**config.mk**
```make
export PLATFORM = sky130hd
export DESIGN_NAME = bech32_string_encoder_core
export DESIGN_NICKNAME = d
export VERILOG_FILES = /design/src/hw/rtl/b32enc_pkg.sv /design/src/hw/rtl/b32enc_polymod.sv /design/src/hw/rtl/b32enc_out_buf.sv /design/src/hw/rtl/bech32_string_encoder_core.sv
export SDC_FILE = /design/constraint.sdc
export NUM_CORES = 1
export LEC_CHECK = 0
export ABC_AREA = 1
export BUFFER_PORTS_ARGS = -buffer_cell sky130_fd_sc_hd__buf_2
export CORE_MARGIN = 4
export CORE_UTILIZATION = 60
export DETAILED_ROUTE_END_ITERATION = 8
export GPL_TIMING_DRIVEN = 0
export PLACE_DENSITY = 0.76
export SETUP_SLACK_MARGIN = 0.1
export SYNTH_ARGS = -nofsm -noshare
export SYNTH_HDL_FRONTEND = slang
export SYNTH_SLANG_ARGS = --single-unit
```
**constraint.sdc**
```tcl
create_clock -name clk_i -period 7.3 [get_ports clk_i]
set_input_delay 1.46 -clock clk_i [delete_from_list [all_inputs] [get_ports clk_i]]
set_output_delay 1.46 -clock clk_i [all_outputs]
set_load 0.05 [all_outputs]
```
**src/hw/rtl/b32enc_pkg.sv**
```systemverilog
// Shared constants, types and the character table of the Bech32 string encoder.
package b32enc_pkg;

  localparam int unsigned MAX_LEN    = 90;
  localparam int unsigned CSUM_CHARS = 6;
  localparam int unsigned PFX_MAX    = MAX_LEN - 1 - CSUM_CHARS;
  // counts and lengths reach PFX_MAX + 1
  localparam int unsigned CNT_W      = $clog2(PFX_MAX + 2);
  localparam int unsigned ADDR_W     = $clog2(PFX_MAX);
  localparam int unsigned CHAR_W     = 7;
  localparam int unsigned SYM_W      = 5;

  localparam logic [CHAR_W-1:0] SEP_CHAR = 7'h31;

  typedef enum logic [1:0] {
    CS_HOLD,
    CS_INIT,
    CS_STEP,
    CS_SHIFT
  } csum_op_e;

  typedef struct packed {
    csum_op_e         op;
    logic [SYM_W-1:0] sym;
  } csum_cmd_t;

  typedef struct packed {
    logic [CHAR_W-1:0] chr;
    logic              last;
    logic              err;
  } out_item_t;

  function automatic logic [CHAR_W-1:0] alphabet(input logic [SYM_W-1:0] g);
    logic [CHAR_W-1:0] c;
    unique case (g)
      5'd0:  c = 7'h71;  // q
      5'd1:  c = 7'h70;  // p
      5'd2:  c = 7'h7a;  // z
      5'd3:  c = 7'h72;  // r
      5'd4:  c = 7'h79;  // y
      5'd5:  c = 7'h39;  // 9
      5'd6:  c = 7'h78;  // x
      5'd7:  c = 7'h38;  // 8
      5'd8:  c = 7'h67;  // g
      5'd9:  c = 7'h66;  // f
      5'd10: c = 7'h32;  // 2
      5'd11: c = 7'h74;  // t
      5'd12: c = 7'h76;  // v
      5'd13: c = 7'h64;  // d
      5'd14: c = 7'h77;  // w
      5'd15: c = 7'h30;  // 0
      5'd16: c = 7'h73;  // s
      5'd17: c = 7'h33;  // 3
      5'd18: c = 7'h6a;  // j
      5'd19: c = 7'h6e;  // n
      5'd20: c = 7'h35;  // 5
      5'd21: c = 7'h34;  // 4
      5'd22: c = 7'h6b;  // k
      5'd23: c = 7'h68;  // h
      5'd24: c = 7'h63;  // c
      5'd25: c = 7'h65;  // e
      5'd26: c = 7'h36;  // 6
      5'd27: c = 7'h6d;  // m
      5'd28: c = 7'h75;  // u
      5'd29: c = 7'h61;  // a
      5'd30: c = 7'h37;  // 7
      5'd31: c = 7'h6c;  // l
    endcase
    return c;
  endfunction

endpackage

```
**src/hw/rtl/b32enc_polymod.sv**
```systemverilog
// Checksum register with the shared BCH step / symbol shift unit.
module b32enc_polymod import b32enc_pkg::*; (
  input  logic             clk_i,
  input  logic             rst_ni,
  input  csum_cmd_t        cmd_i,
  output logic [SYM_W-1:0] top_o
);

  localparam logic [29:0] GEN [5] = '{
    30'h3b6a57b2, 30'h26508e6d, 30'h1ea119fa, 30'h3d4233dd, 30'h2a1462b3
  };

  logic [29:0] csum_q, csum_d;
  logic [29:0] mixed;
  logic [29:0] shifted;

  always_comb begin
    shifted = {csum_q[24:0], 5'b0};
    mixed   = shifted ^ {25'b0, cmd_i.sym};
    for (int i = 0; i < 5; i++) begin
      if (csum_q[25+i]) mixed = mixed ^ GEN[i];
    end
    unique case (cmd_i.op)
      CS_HOLD:  csum_d = csum_q;
      CS_INIT:  csum_d = 30'd1;
      CS_STEP:  csum_d = mixed;
      CS_SHIFT: csum_d = shifted;
    endcase
  end

  always_ff @(posedge clk_i or negedge rst_ni) begin
    if (!rst_ni) begin
      csum_q <= 30'd1;
    end else begin
      csum_q <= csum_d;
    end
  end

  assign top_o = csum_q[29:25];

endmodule

```
**src/hw/rtl/b32enc_out_buf.sv**
```systemverilog
// Output register of the encoder: case conversion and the master-side stream.
module b32enc_out_buf import b32enc_pkg::*; (
  input  logic       clk_i,
  input  logic       rst_ni,
  input  logic       upper_i,
  input  logic       push_i,
  input  out_item_t  item_i,
  output logic       room_o,
  output logic       m_axis_tvalid,
  input  logic       m_axis_tready,
  output logic [7:0] m_axis_tdata,   // [6:0] out_char, [7] zero
  output logic       m_axis_tlast,   // last
  output logic       m_axis_tuser    // error
);

  logic              valid_q, valid_d;
  out_item_t         item_q;
  logic [CHAR_W-1:0] chr_cased;

  assign room_o = !valid_q || m_axis_tready;

  always_comb begin
    chr_cased = item_i.chr;
    if (upper_i && (item_i.chr >= 7'h61) && (item_i.chr <= 7'h7a)) begin
      chr_cased = item_i.chr ^ 7'h20;
    end
  end

  assign valid_d = push_i || (valid_q && !m_axis_tready);

  always_ff @(posedge clk_i or negedge rst_ni) begin
    if (!rst_ni) begin
      valid_q <= 1'b0;
    end else begin
      valid_q <= valid_d;
    end
  end

  always_ff @(posedge clk_i) begin
    if (push_i) begin
      item_q <= '{chr: chr_cased, last: item_i.last, err: item_i.err};
    end
  end

  assign m_axis_tvalid = valid_q;
  assign m_axis_tdata  = {1'b0, item_q.chr};
  assign m_axis_tlast  = item_q.last;
  assign m_axis_tuser  = item_q.err;

endmodule

```
**src/hw/rtl/bech32_string_encoder_core.sv**
```systemverilog
// Bech32 string encoder: sequencer, prefix store and output around one checksum unit.
//
//  channel  | direction | tdata                | tuser                        | tlast
//  s_axis   | in        | data_byte            | [0] mode, [1] end_of_prefix  | end_of_message
//  m_axis   | out       | [6:0] out_char       | error                        | last
//  cfg      | in        | uppercase_output     | -                            | -
//
// Closing the prefix replays every stored prefix byte into the checksum; the message end
// adds a zero-padded group when bits are left over, then 6 checksum steps and 6 output
// characters.
// Reset is asynchronous and clears control state; the prefix store is not cleared.
// A stalled output holds the sequencer in place; s_axis_tready is high only when idle.
module bech32_string_encoder_core import b32enc_pkg::*; (
  input  logic       clk_i,
  input  logic       rst_ni,
  input  logic       cfg_we_i,
  input  logic       cfg_wdata_i,    // uppercase_output
  input  logic       s_axis_tvalid,
  output logic       s_axis_tready,
  input  logic [7:0] s_axis_tdata,   // data_byte
  input  logic [1:0] s_axis_tuser,   // [0] mode, [1] end_of_prefix
  input  logic       s_axis_tlast,   // end_of_message
  output logic       m_axis_tvalid,
  input  logic       m_axis_tready,
  output logic [7:0] m_axis_tdata,   // [6:0] out_char, [7] zero
  output logic       m_axis_tlast,   // last
  output logic       m_axis_tuser    // error
);

  localparam logic [3:0] ST_IDLE     = 4'd0;
  localparam logic [3:0] ST_PFX      = 4'd1;
  localparam logic [3:0] ST_PFX_EMIT = 4'd2;
  localparam logic [3:0] ST_CLOSE    = 4'd3;
  localparam logic [3:0] ST_SEP      = 4'd4;
  localparam logic [3:0] ST_REPLAY   = 4'd5;
  localparam logic [3:0] ST_GRP      = 4'd6;
  localparam logic [3:0] ST_FIN      = 4'd7;
  localparam logic [3:0] ST_FIN_CHK  = 4'd8;
  localparam logic [3:0] ST_TAIL_MIX = 4'd9;
  localparam logic [3:0] ST_TAIL_OUT = 4'd10;
  localparam logic [3:0] ST_ERR      = 4'd11;

  logic [3:0]       state_q, state_d;
  logic             upper_q;
  logic             mode_q, eop_q, eom_q;
  logic [7:0]       byte_q;
  logic             closed_q, closed_d;
  logic             fault_q, fault_d;
  logic [CNT_W-1:0] count_q, count_d;
  logic [CNT_W-1:0] total_q, total_d;
  logic [CNT_W-1:0] idx_q, idx_d;
  logic [2:0]       lc_q, lc_d;
  logic [3:0]       left_q, left_d;
  logic [11:0]      acc_q, acc_d;
  logic [3:0]       bits_q, bits_d;
  logic             fin_q, fin_d;
  logic [2:0]       k_q, k_d;

  logic [SYM_W-1:0] mem [PFX_MAX];
  logic [SYM_W-1:0] rdata_q;
  logic             mem_we;

  logic             in_fire;
  logic             clear;
  csum_cmd_t        cmd;
  logic [SYM_W-1:0] cs_top;
  logic             push;
  out_item_t        item;
  logic             room;
  logic [3:0]       after_pfx;
  logic [3:0]       route_close;
  logic [4:0]       grp_sh;
  logic [3:0]       lo_mask;
  logic [4:0]       pad;

  assign s_axis_tready = (state_q == ST_IDLE);
  assign in_fire       = s_axis_tvalid && s_axis_tready;

  assign after_pfx   = (eop_q && !eom_q) ? ST_CLOSE : (eom_q ? ST_FIN : ST_IDLE);
  assign route_close = mode_q ? ST_GRP : (eom_q ? ST_FIN : ST_IDLE);
  assign grp_sh      = 5'(acc_q >> (bits_q - 4'd5));
  assign lo_mask     = (4'd1 << bits_q) - 4'd1;
  assign pad         = {1'b0, left_q} << (3'd5 - lc_q);

  always_comb begin
    state_d  = state_q;
    closed_d = closed_q;
    fault_d  = fault_q;
    count_d  = count_q;
    total_d  = total_q;
    idx_d    = idx_q;
    lc_d     = lc_q;
    left_d   = left_q;
    acc_d    = acc_q;
    bits_d   = bits_q;
    fin_d    = fin_q;
    k_d      = k_q;
    mem_we   = 1'b0;
    clear    = 1'b0;
    push     = 1'b0;
    item     = '{chr: '0, last: 1'b0, err: 1'b0};
    cmd      = '{op: CS_HOLD, sym: '0};

    unique case (state_q)
      ST_IDLE: begin
        if (s_axis_tvalid) begin
          acc_d  = {left_q, s_axis_tdata};
          bits_d = {1'b0, lc_q} + 4'd8;
          fin_d  = 1'b0;
          if (!s_axis_tuser[0]) begin
            state_d = ST_PFX;
          end else if (closed_q) begin
            state_d = ST_GRP;
          end else begin
            state_d = ST_CLOSE;
          end
        end
      end

      ST_PFX: begin
        if (closed_q) begin
          fault_d = 1'b1;
          state_d = eom_q ? ST_FIN : ST_IDLE;
        end else begin
          if (count_q <= CNT_W'(PFX_MAX)) count_d = count_q + 1'b1;
          if (count_q >= CNT_W'(PFX_MAX)) begin
            fault_d = 1'b1;
            state_d = after_pfx;
          end else begin
            mem_we  = 1'b1;
            cmd     = '{op: CS_STEP, sym: {2'b0, byte_q[7:5]}};
            state_d = fault_q ? after_pfx : ST_PFX_EMIT;
          end
        end
      end

      ST_PFX_EMIT: begin
        if (room) begin
          push    = 1'b1;
          item    = '{chr: byte_q[6:0], last: 1'b0, err: 1'b0};
          state_d = after_pfx;
        end
      end

      ST_CLOSE: begin
        closed_d = 1'b1;
        if (fault_q || (count_q == '0)) begin
          fault_d = 1'b1;
          state_d = route_close;
        end else begin
          cmd     = '{op: CS_STEP, sym: '0};
          total_d = count_q + 1'b1;
          idx_d   = '0;
          state_d = ST_SEP;
        end
      end

      ST_SEP: begin
        if (room) begin
          push    = 1'b1;
          item    = '{chr: SEP_CHAR, last: 1'b0, err: 1'b0};
          state_d = ST_REPLAY;
        end
      end

      // rdata_q holds the entry at idx_q (read address follows idx_d)
      ST_REPLAY: begin
        if (idx_q < count_q) begin
          cmd   = '{op: CS_STEP, sym: rdata_q};
          idx_d = idx_q + 1'b1;
        end else begin
          state_d = route_close;
        end
      end

      ST_GRP: begin
        if (bits_q >= 4'd5) begin
          if (fault_q) begin
            bits_d = bits_q - 4'd5;
          end else if (total_q > CNT_W'(PFX_MAX)) begin
            // string plus checksum would exceed the length limit
            fault_d = 1'b1;
            bits_d  = bits_q - 4'd5;
          end else if (room) begin
            push    = 1'b1;
            item    = '{chr: alphabet(grp_sh[4:0]), last: 1'b0, err: 1'b0};
            cmd     = '{op: CS_STEP, sym: grp_sh[4:0]};
            total_d = total_q + 1'b1;
            bits_d  = bits_q - 4'd5;
          end
        end else begin
          lc_d   = bits_q[2:0];
          left_d = acc_q[3:0] & lo_mask[3:0];
          if (fin_q) begin
            state_d = ST_FIN_CHK;
          end else begin
            state_d = eom_q ? ST_FIN : ST_IDLE;
          end
        end
      end

      ST_FIN: begin
        if (!closed_q) begin
          state_d = ST_CLOSE;
        end else if (lc_q != 3'd0) begin
          // zero-padded trailing group
          acc_d   = {7'b0, pad[4:0]};
          bits_d  = 4'd5;
          fin_d   = 1'b1;
          state_d = ST_GRP;
        end else begin
          state_d = ST_FIN_CHK;
        end
      end

      ST_FIN_CHK: begin
        k_d = '0;
        if (fault_q || (count_q == '0)) begin
          state_d = ST_ERR;
        end else begin
          state_d = ST_TAIL_MIX;
        end
      end

      // six zero steps; the final xor with 1 is folded into the last step
      ST_TAIL_MIX: begin
        cmd = '{op: CS_STEP, sym: (k_q == 3'd5) ? 5'd1 : 5'd0};
        if (k_q == 3'd5) begin
          k_d     = '0;
          state_d = ST_TAIL_OUT;
        end else begin
          k_d = k_q + 1'b1;
        end
      end

      ST_TAIL_OUT: begin
        if (room) begin
          push = 1'b1;
          item = '{chr: alphabet(cs_top), last: (k_q == 3'd5), err: 1'b0};
          if (k_q == 3'd5) begin
            cmd     = '{op: CS_INIT, sym: '0};
            clear   = 1'b1;
            state_d = ST_IDLE;
          end else begin
            cmd = '{op: CS_SHIFT, sym: '0};
            k_d = k_q + 1'b1;
          end
        end
      end

      ST_ERR: begin
        if (room) begin
          push    = 1'b1;
          item    = '{chr: '0, last: 1'b1, err: 1'b1};
          cmd     = '{op: CS_INIT, sym: '0};
          clear   = 1'b1;
          state_d = ST_IDLE;
        end
      end

      default: begin
        state_d = ST_IDLE;
      end
    endcase

    if (clear) begin
      closed_d = 1'b0;
      fault_d  = 1'b0;
      count_d  = '0;
      total_d  = '0;
      lc_d     = '0;
      left_d   = '0;
    end
  end

  always_ff @(posedge clk_i or negedge rst_ni) begin
    if (!rst_ni) begin
      state_q  <= ST_IDLE;
      upper_q  <= 1'b0;
      closed_q <= 1'b0;
      fault_q  <= 1'b0;
      count_q  <= '0;
      total_q  <= '0;
      idx_q    <= '0;
      lc_q     <= '0;
      left_q   <= '0;
      bits_q   <= '0;
      fin_q    <= 1'b0;
      k_q      <= '0;
    end else begin
      state_q  <= state_d;
      if (cfg_we_i) upper_q <= cfg_wdata_i;
      closed_q <= closed_d;
      fault_q  <= fault_d;
      count_q  <= count_d;
      total_q  <= total_d;
      idx_q    <= idx_d;
      lc_q     <= lc_d;
      left_q   <= left_d;
      bits_q   <= bits_d;
      fin_q    <= fin_d;
      k_q      <= k_d;
    end
  end

  always_ff @(posedge clk_i) begin
    if (in_fire) begin
      mode_q <= s_axis_tuser[0];
      eop_q  <= s_axis_tuser[1];
      eom_q  <= s_axis_tlast;
      byte_q <= s_axis_tdata;
    end
    acc_q <= acc_d;
  end

  // prefix low-bit store
  always_ff @(posedge clk_i) begin
    if (mem_we) begin
      mem[count_q[ADDR_W-1:0]] <= byte_q[4:0];
    end
    rdata_q <= mem[idx_d[ADDR_W-1:0]];
  end

  b32enc_polymod u_polymod (
    .clk_i  (clk_i),
    .rst_ni (rst_ni),
    .cmd_i  (cmd),
    .top_o  (cs_top)
  );

  b32enc_out_buf u_out_buf (
    .clk_i         (clk_i),
    .rst_ni        (rst_ni),
    .upper_i       (upper_q),
    .push_i        (push),
    .item_i        (item),
    .room_o        (room),
    .m_axis_tvalid (m_axis_tvalid),
    .m_axis_tready (m_axis_tready),
    .m_axis_tdata  (m_axis_tdata),
    .m_axis_tlast  (m_axis_tlast),
    .m_axis_tuser  (m_axis_tuser)
  );

`ifndef NO_ASSERTIONS
  a_push_room: assert property (@(posedge clk_i) disable iff (!rst_ni)
    push |-> room)
    else $error("result pushed into a full output register");

  a_replay_idx: assert property (@(posedge clk_i) disable iff (!rst_ni)
    (state_q == ST_REPLAY) |-> (idx_q <= count_q))
    else $error("prefix replay ran past the stored count");

  a_err_last: assert property (@(posedge clk_i) disable iff (!rst_ni)
    (m_axis_tvalid && m_axis_tuser) |-> (m_axis_tlast && (m_axis_tdata == 8'h00)))
    else $error("error result is not a final empty transfer");

  a_len_bound: assert property (@(posedge clk_i) disable iff (!rst_ni)
    (total_q <= CNT_W'(PFX_MAX + 1)) && (count_q <= CNT_W'(PFX_MAX + 1)))
    else $error("length counters out of range");
`endif

endmodule
```
==> results of run 1 <==
[sequential cells by signal, summed over array words and instances, names as in the netlist, 3 cells and up]
register / cells
count_q: 7
u_polymod.csum_q: 30
acc_q: 12
left_q: 4
u_out_buf.m_axis_tdata: 7
mem: 415
lc_q: 3
idx_q: 7
rdata_q: 5
bits_q: 4
byte_q: 8
k_q: 3
total_q: 7
state_q: 4
[tightest hold or removal path, cell delays in order (launching register included)]
cell     delay [ns]
dfrtp_1        0.36
nand2_1        0.06
o21ai_0        0.06
[layer usage]
| layer | track usage (%) | wire, um |
|---|---|---|
| met3 | 8.02 | 8980 |
| met1 | 43.0 | 27400 |
| met2 | 49.7 | 32900 |
| met5 | 0 | 12 |
| met4 | 14.5 | 3660 |
[layout make-up]
type / instances / area [um2]
inverters: 355 / 1330
plain buffers: 124 / 583
clock inverters: 31 / 290
repair buffers: 48 / 671
fillers: 3080 / 12900
flip-flops and latches: 526 / 15400
diodes: 1 / 2.50
clock buffers: 71 / 1450
well taps: 532 / 666
multi-input cells: 1596 / 7980
[metrics by stage]
step / util (%) / setup slack, ns / hold slack, ns
after floorplan: - / 4.31 / 0.472
after global placement: 63.3 / 3.37 / 0.488
after detailed placement: 64.6 / 3.31 / 0.494
after CTS: 68.8 / 3.40 / 0.507
after global routing: 68.8 / 3.01 / 0.541
final: 68.8 / 3.15 / 0.509
[final timing paths]
check / startpoint / end / slack [ns] / cells past startpoint
min reg2reg: u_polymod.csum_q[16]$_DFFE_PN0P_ / u_polymod.csum_q[16]$_DFFE_PN0P_ / 0.51 / 2
min in group asynchronous: rst_ni / u_polymod.csum_q[26]$_DFFE_PN0P_ / 0.68 / 1
max in group asynchronous: rst_ni / bits_q[3]$_DFFE_PN0P_ / 6.04 / 2
min: u_polymod.csum_q[16]$_DFFE_PN0P_ / u_polymod.csum_q[16]$_DFFE_PN0P_ / 0.51 / 2
max reg2reg: count_q[2]$_DFFE_PN0P_ / rdata_q[4]$_DFF_P_ / 3.15 / 20
max: count_q[2]$_DFFE_PN0P_ / rdata_q[4]$_DFF_P_ / 3.15 / 20
[power by group]
part / switching, W / total, W / internal [W]
clock network: 0.00119 / 0.00274 / 0.00155
registers: 0.000202 / 0.00384 / 0.00364
logic: 0.00266 / 0.00372 / 0.00106
[cell families after synthesis]
logic type / count (synthesis) / share of synthesized area [%]
AND/OR/NAND/NOR: 1272 / 23.0
XOR/XNOR: 42 / 1.51
multiplexers: 1 / 0.0396
adder cells (fa/ha/maj): 15 / 0.743
other: 1 / 0.0148
AO/OA/AOI/OAI: 265 / 6.24
flip-flops: 526 / 60.8
buffers and inverters: 479 / 7.58
[placed cells by master (no fill, tap or decap), drive strengths merged, types with 3 or more instances in the layout]
cell type / count
a21oi: 41
nor4: 3
or2: 3
o32ai: 3
o21ai: 131
nand2: 459
nand4: 10
a221oi: 3
buf: 136
a22oi: 3
o2111ai: 3
inv: 352
xor2: 30
nand3b: 111
o221ai: 12
edfxtp: 447
ha: 15
a211oi: 10
a31oi: 8
clkinv: 24
clkbuf: 107
o211ai: 23
dfrtp: 73
clkinvlp: 6
o22ai: 18
bufinv: 4
nand3: 407
dfxtp: 5
nor2: 263
xnor2: 12
a2111oi: 3
nor3: 14
==> impl_metrics.tcl, run 1 <==
set metrics [dict create \
    htreeDepth 2 \
    cts_setup_buffers 0 \
    worstSetupPathType "reg -> reg" \
    finalClockSkew_ns 0.0305 \
    cp.arrival_ns 4.61 \
    final_nets 2737 \
    synth_flop_cell "edfxtp_1" \
    p_leak_nw 11.5 \
    synth.top_cell.area_share_pct 53.1 \
    synthToLayoutAreaGrowth_pct 12.2 \
    postCtsHoldBufs 0 \
    cts.sinks 526 \
    postCtsResizedCells 0 \
    vias 20248 \
    synth_edf_count 447 \
    yosysUniqueCellTypes 56 \
    grt_overflow_total 0 \
    insertion_delay_ns 0.63 \
    synth-async-reset-ratio_pct 14.1 \
    placed_area_um2 26600 \
    crit_path_end_kind "register" \
    routed_wl_um 72900 \
    worstPathRequired_ns 7.76 \
    dieArea_um2 45500 \
    ioPinCount 29 \
    wl_per_cell_um 22.2 \
    yosys.area.top_type "edfxtp_1" \
    relSlewSlack_pct 16.1 \
    yosys_warnings 0 \
    dpl.hpwl_um 50100 \
    min_path_type "reg -> reg" \
    drt-initial-drc-count 2907 \
    crit_slowest_cell "clkbuf_1" \
    drive_above_1_share_pct 8.94 \
    grt_pass1_vias 19354 \
    ir_drop_v 0.000246 \
    final_antenna_net_count 0 \
    worst-path-max-fanout 10 \
    critPathLaunchType "register" \
    dr.pass1.iters 8 \
    cts_buffers 54 \
    setup_tns_ns 0 \
    grt_max_degree 68 \
    synth_area_um2 25300 \
    dp.cells 3181 \
    synth.yosys.seq_area_share_pct 60.8 \
    row_count 74 \
    worst-path-buf-inv 4 \
    die_y_um 213 \
    grt_usage_pct 31.9 \
    vias_per_cell 6.17 \
    globalplace.congestion 1.02 \
    cellPowerDensity_nw_per_um2 363 \
    io_buffers 27 \
    antenna_found_initial 1 \
    synth-seq-cells 526 \
    clkTransAtPathRegs_ns 0.07 \
    syn_avg_cell_area_um2 9.72 \
    cts_root_buf "clkbuf_16" \
    grt_setup_unrepaired "no" \
    synth_commonest_cells "edfxtp_1 (447), nand2_1 (447), nand3_1 (407), inv_1 (336), nor2_1 (257)" \
    p_total_w 0.0103 \
    slew_violations 0 \
    status "finished clean" \
    remaining_drc_errors 0 \
    syn_inst 2601 \
    min_period_ns 4.15 \
    finalSetupViolations 0 \
    path_common_cell "nand2_1" \
    final_area_um2 28300 \
    max_freq_mhz 241 \
    core_um2 41200 \
    fp.dieW_um 213 \
    crit_path_max_incr_delay_ns 0.56 \
    clockBufferDepth 3 \
    synth_nets 2633 \
    initial_core_util_pct 61.3 \
    hold_viol 0 \
    synth_area_leaders "edfxtp_1 (53%), nand3_1 (8.1%), dfrtp_1 (7.2%)" \
    path_delay_family "simple AND/OR/NAND/NOR gates" \
    post-route-period-util_pct 56.8 \
    grt_pass1_wl_um 110000 \
    worst_pin_slew_ns 1.26 \
    crit_path_cell_trace "clkinv_1, ha_1, nand2_1, inv_1, nand2_1, nand2_1, nand2_1, nand2_2, o21ai_0, nand3_1, nand2_1, inv_1, clkbuf_1, nand3_1, nand3_1, nand3_1, nand3_1, nand2_1, nand2_1, nand2_1" \
    finalNonFillerCells 3284 \
    drv_cap 0 \
    cts_tree "yes" \
]
Note: power is estimated with default switching activity, not from simulation.
==> run 2, diff against run 1 <==
--- a/config.mk
+++ b/config.mk
@@ -5,10 +5,10 @@
 export SDC_FILE = /design/constraint.sdc
 export NUM_CORES = 1
 export LEC_CHECK = 0
-export ABC_AREA = 1
+export ABC_AREA = 0
 export BUFFER_PORTS_ARGS = -buffer_cell sky130_fd_sc_hd__buf_2
 export CORE_MARGIN = 4
-export CORE_UTILIZATION = 60
+export CORE_UTILIZATION = 57
 export DETAILED_ROUTE_END_ITERATION = 8
 export GPL_TIMING_DRIVEN = 0
 export PLACE_DENSITY = 0.76
==> constraint.sdc (replaced) <==
create_clock -name clk_i -period 3.72 [get_ports clk_i]
set_input_delay 0.744 -clock clk_i [delete_from_list [all_inputs] [get_ports clk_i]]
set_output_delay 0.744 -clock clk_i [all_outputs]
set_load 0.05 [all_outputs]
==> run 2 against run 1 <==
The flow now finishes with violations (setup timing). Clock power up 93%. Global-route usage up 0.12 points. Fmax up 6.7%. Non-clock buffer count grew 74. Critical path type unchanged. Largest power group is now combinational cells.
==> impl_metrics.tcl, run 2 <==
set metrics [dict create \
    worst_pin_slew_ns 1.40 \
    relSlewSlack_pct 6.67 \
    slew_violations 0 \
    vias_per_cell 6.68 \
    globalplace.congestion 0.997 \
    min_period_ns 3.89 \
    cts_root_buf "clkbuf_16" \
    layout_common_cells "edfxtp_1 (447), nand2_1 (420), nor2_1 (170)" \
    synth.top_cell.area_share_pct 55.5 \
    finalClockSkew_ns 0.0303 \
    dr.pass1.iters 8 \
    setup_slack_ns -0.166 \
    clockBufferDepth 3 \
    grt_pass1_wl_um 112000 \
    grt_setup_unrepaired "yes" \
    cts.sinks 526 \
    syn_avg_cell_area_um2 11.4 \
    synthToLayoutAreaGrowth_pct 19.5 \
    fp.dieW_um 214 \
    synth_most_common_cell "edfxtp_1" \
    fin_util_pct 68.9 \
    synth.yosys.seq_area_share_pct 63.5 \
    dpl.hpwl_um 50500 \
    worstPathRequired_ns 4.20 \
    drive_above_1_share_pct 18.9 \
    synth_edf_count 447 \
    grt_pass1_vias 18243 \
    grt_max_degree 65 \
    clkTransAtPathRegs_ns 0.06 \
    synth_area_leaders "edfxtp_1 (55%), dfrtp_1 (7.5%), nand2_1 (6.5%)" \
    remaining_drc_errors 0 \
    dp_slack_ns -1.26 \
    synth_area_um2 24200 \
    insertion_delay_ns 0.63 \
    syn_inst 2130 \
    p_total_w 0.0263 \
    grt_overflow_total 0 \
    min_path_type "in -> reg" \
    violations "setup timing" \
    ir_drop_v 0.000475 \
    synth_commonest_cells "edfxtp_1 (447), nand2_1 (422), nor2_1 (196), nand3_1 (150), a21oi_1 (119)" \
    yosysUniqueCellTypes 87 \
    status "complete, but fails checks" \
    dieArea_um2 45800 \
    synth-seq-cells 526 \
    critPathLaunchType "register" \
    yosys_warnings 0 \
    dp.cells 2714 \
    vias 19245 \
    routed_wl_um 76100 \
    max_freq_mhz 257 \
    drv_cap 0 \
    n_antenna_cell 0 \
    finalSetupViolations 5 \
    final_nets 2332 \
    ioPinCount 29 \
    row_count 75 \
    initial_core_util_pct 57.7 \
    layout_commonest_cell "edfxtp_1" \
    finalNonFillerCells 2883 \
    cellPowerDensity_nw_per_um2 909 \
    antenna_found_initial 1 \
    cts_buffers 53 \
    p_leak_nw 10.4 \
    die_y_um 214 \
    crit_path_end_kind "register" \
    wl_per_cell_um 26.4 \
    post-route-period-util_pct 104 \
    yosys.area.top_type "edfxtp_1" \
    synth_flop_cell "edfxtp_1" \
    drt-initial-drc-count 3077 \
    cp.arrival_ns 4.36 \
    io_buffers 27 \
    htreeDepth 2 \
    synth_nets 2162 \
    cts_tree "yes" \
    core_um2 41900 \
    largest_reg_flops 415 \
    grt_usage_pct 32.1 \
    final_antenna_net_count 0 \
    worstSetupPathType "reg -> reg" \
    worst-path-max-fanout 6 \
    hold_viol 0 \
    synth-async-reset-ratio_pct 14.1 \
]
-- run 2: critical path: stages (launching register included) --
cell and delay, ns:
dfrtp_1 0.41, buf_8 0.15, inv_6 0.05, ha_4 0.19, a211o_4 0.35, a211o_4 0.38
buf_4 0.16, nor3_4 0.21, a21oi_4 0.06, buf_12 0.16, buf_4 0.15, nor2_4 0.28
a32oi_1 0.19, a31oi_1 0.22, or4_1 0.23, a31oi_2 0.15, o32a_1 0.42
-- run 2: area by class of cell --
class	count	area (um2)
Multi-Input combinational cell	1434	8580
Clock buffer	65	1400
Fill cell	2879	13000
Buffer	131	1180
Inverter	39	181
Clock inverter	34	312
Sequential cell	526	15400
Tap cell	539	674
Timing Repair Buffer	115	1220
-- run 2: per-stage QoR --
step | hold WS, ns | setup TNS [ns] | instance area (um2)
2_1_floorplan | 0.448 | 0 | 24200
3_3_place_gp | 0.485 | -89.09 | 25000
3_5_place_dp | 0.499 | -101.20 | 25500
4_1_cts | 0.296 | -0.0579 | 28300
5_1_grt | 0.306 | -0.630 | 28900
6_report | 0.311 | -0.548 | 28900
-- run 2: logic make-up after synthesis --
| family | share of synthesized area [%] |
|---|---|
| other | 0.0155 |
| xor gates and xnor gates | 2.01 |
| and+or+nand+nor | 16.8 |
| adders and majority gates | 0.817 |
| AOI/OAI and AO/OA | 10.3 |
| DFF | 63.5 |
| buffers and inverters | 3.61 |
| muxes | 2.98 |
-- run 2: per-layer routing --
metal  share of wire, %  GRT usage [%]  vias up  wire, um
met4                6.9           18.0        2      5250
met3                 12           5.71      364      8940
met2                 46           50.9     1471     34900
met5              0.017              0        -        13
met1                 35           42.3     9253     27000
li1                   -              -     8155         -
-- run 2: path summary, 6_finish.rpt --
kind | endpoint | slack [ns] | cells after the start | startpoint
setup reg to reg | rdata_q[1]$_DFF_P_ | -0.17 | 16 | count_q[1]$_DFFE_PN0P_
min in group asynchronous | u_polymod.csum_q[23]$_DFFE_PN0P_ | 0.51 | 2 | rst_ni
hold / removal | eom_q$_DFFE_PP_ | 0.31 | 1 | s_axis_tlast
hold reg to reg | u_polymod.csum_q[23]$_DFFE_PN0P_ | 0.51 | 2 | u_polymod.csum_q[23]$_DFFE_PN0P_
setup / recovery | rdata_q[1]$_DFF_P_ | -0.17 | 16 | count_q[1]$_DFFE_PN0P_
max in group asynchronous | upper_q$_DFFE_PN0P_ | 2.60 | 3 | rst_ni
-- run 2: what timing repair did --
action	in CTS	in global routing
endpoints found under the hold margin	10	0
resized for setup	217	90
pin swaps	35	29
cloned	0	1
buffers inserted	38	30
hold buffers	1	0
endpoints found under the setup margin	290	223
-- run 2: report_power, final --
part / leakage [nW] / switching, W / internal, W
clock network: 0.840 / 0.00232 / 0.00297
registers: 4.95 / 0.000459 / 0.00708
logic: 4.59 / 0.00841 / 0.00506
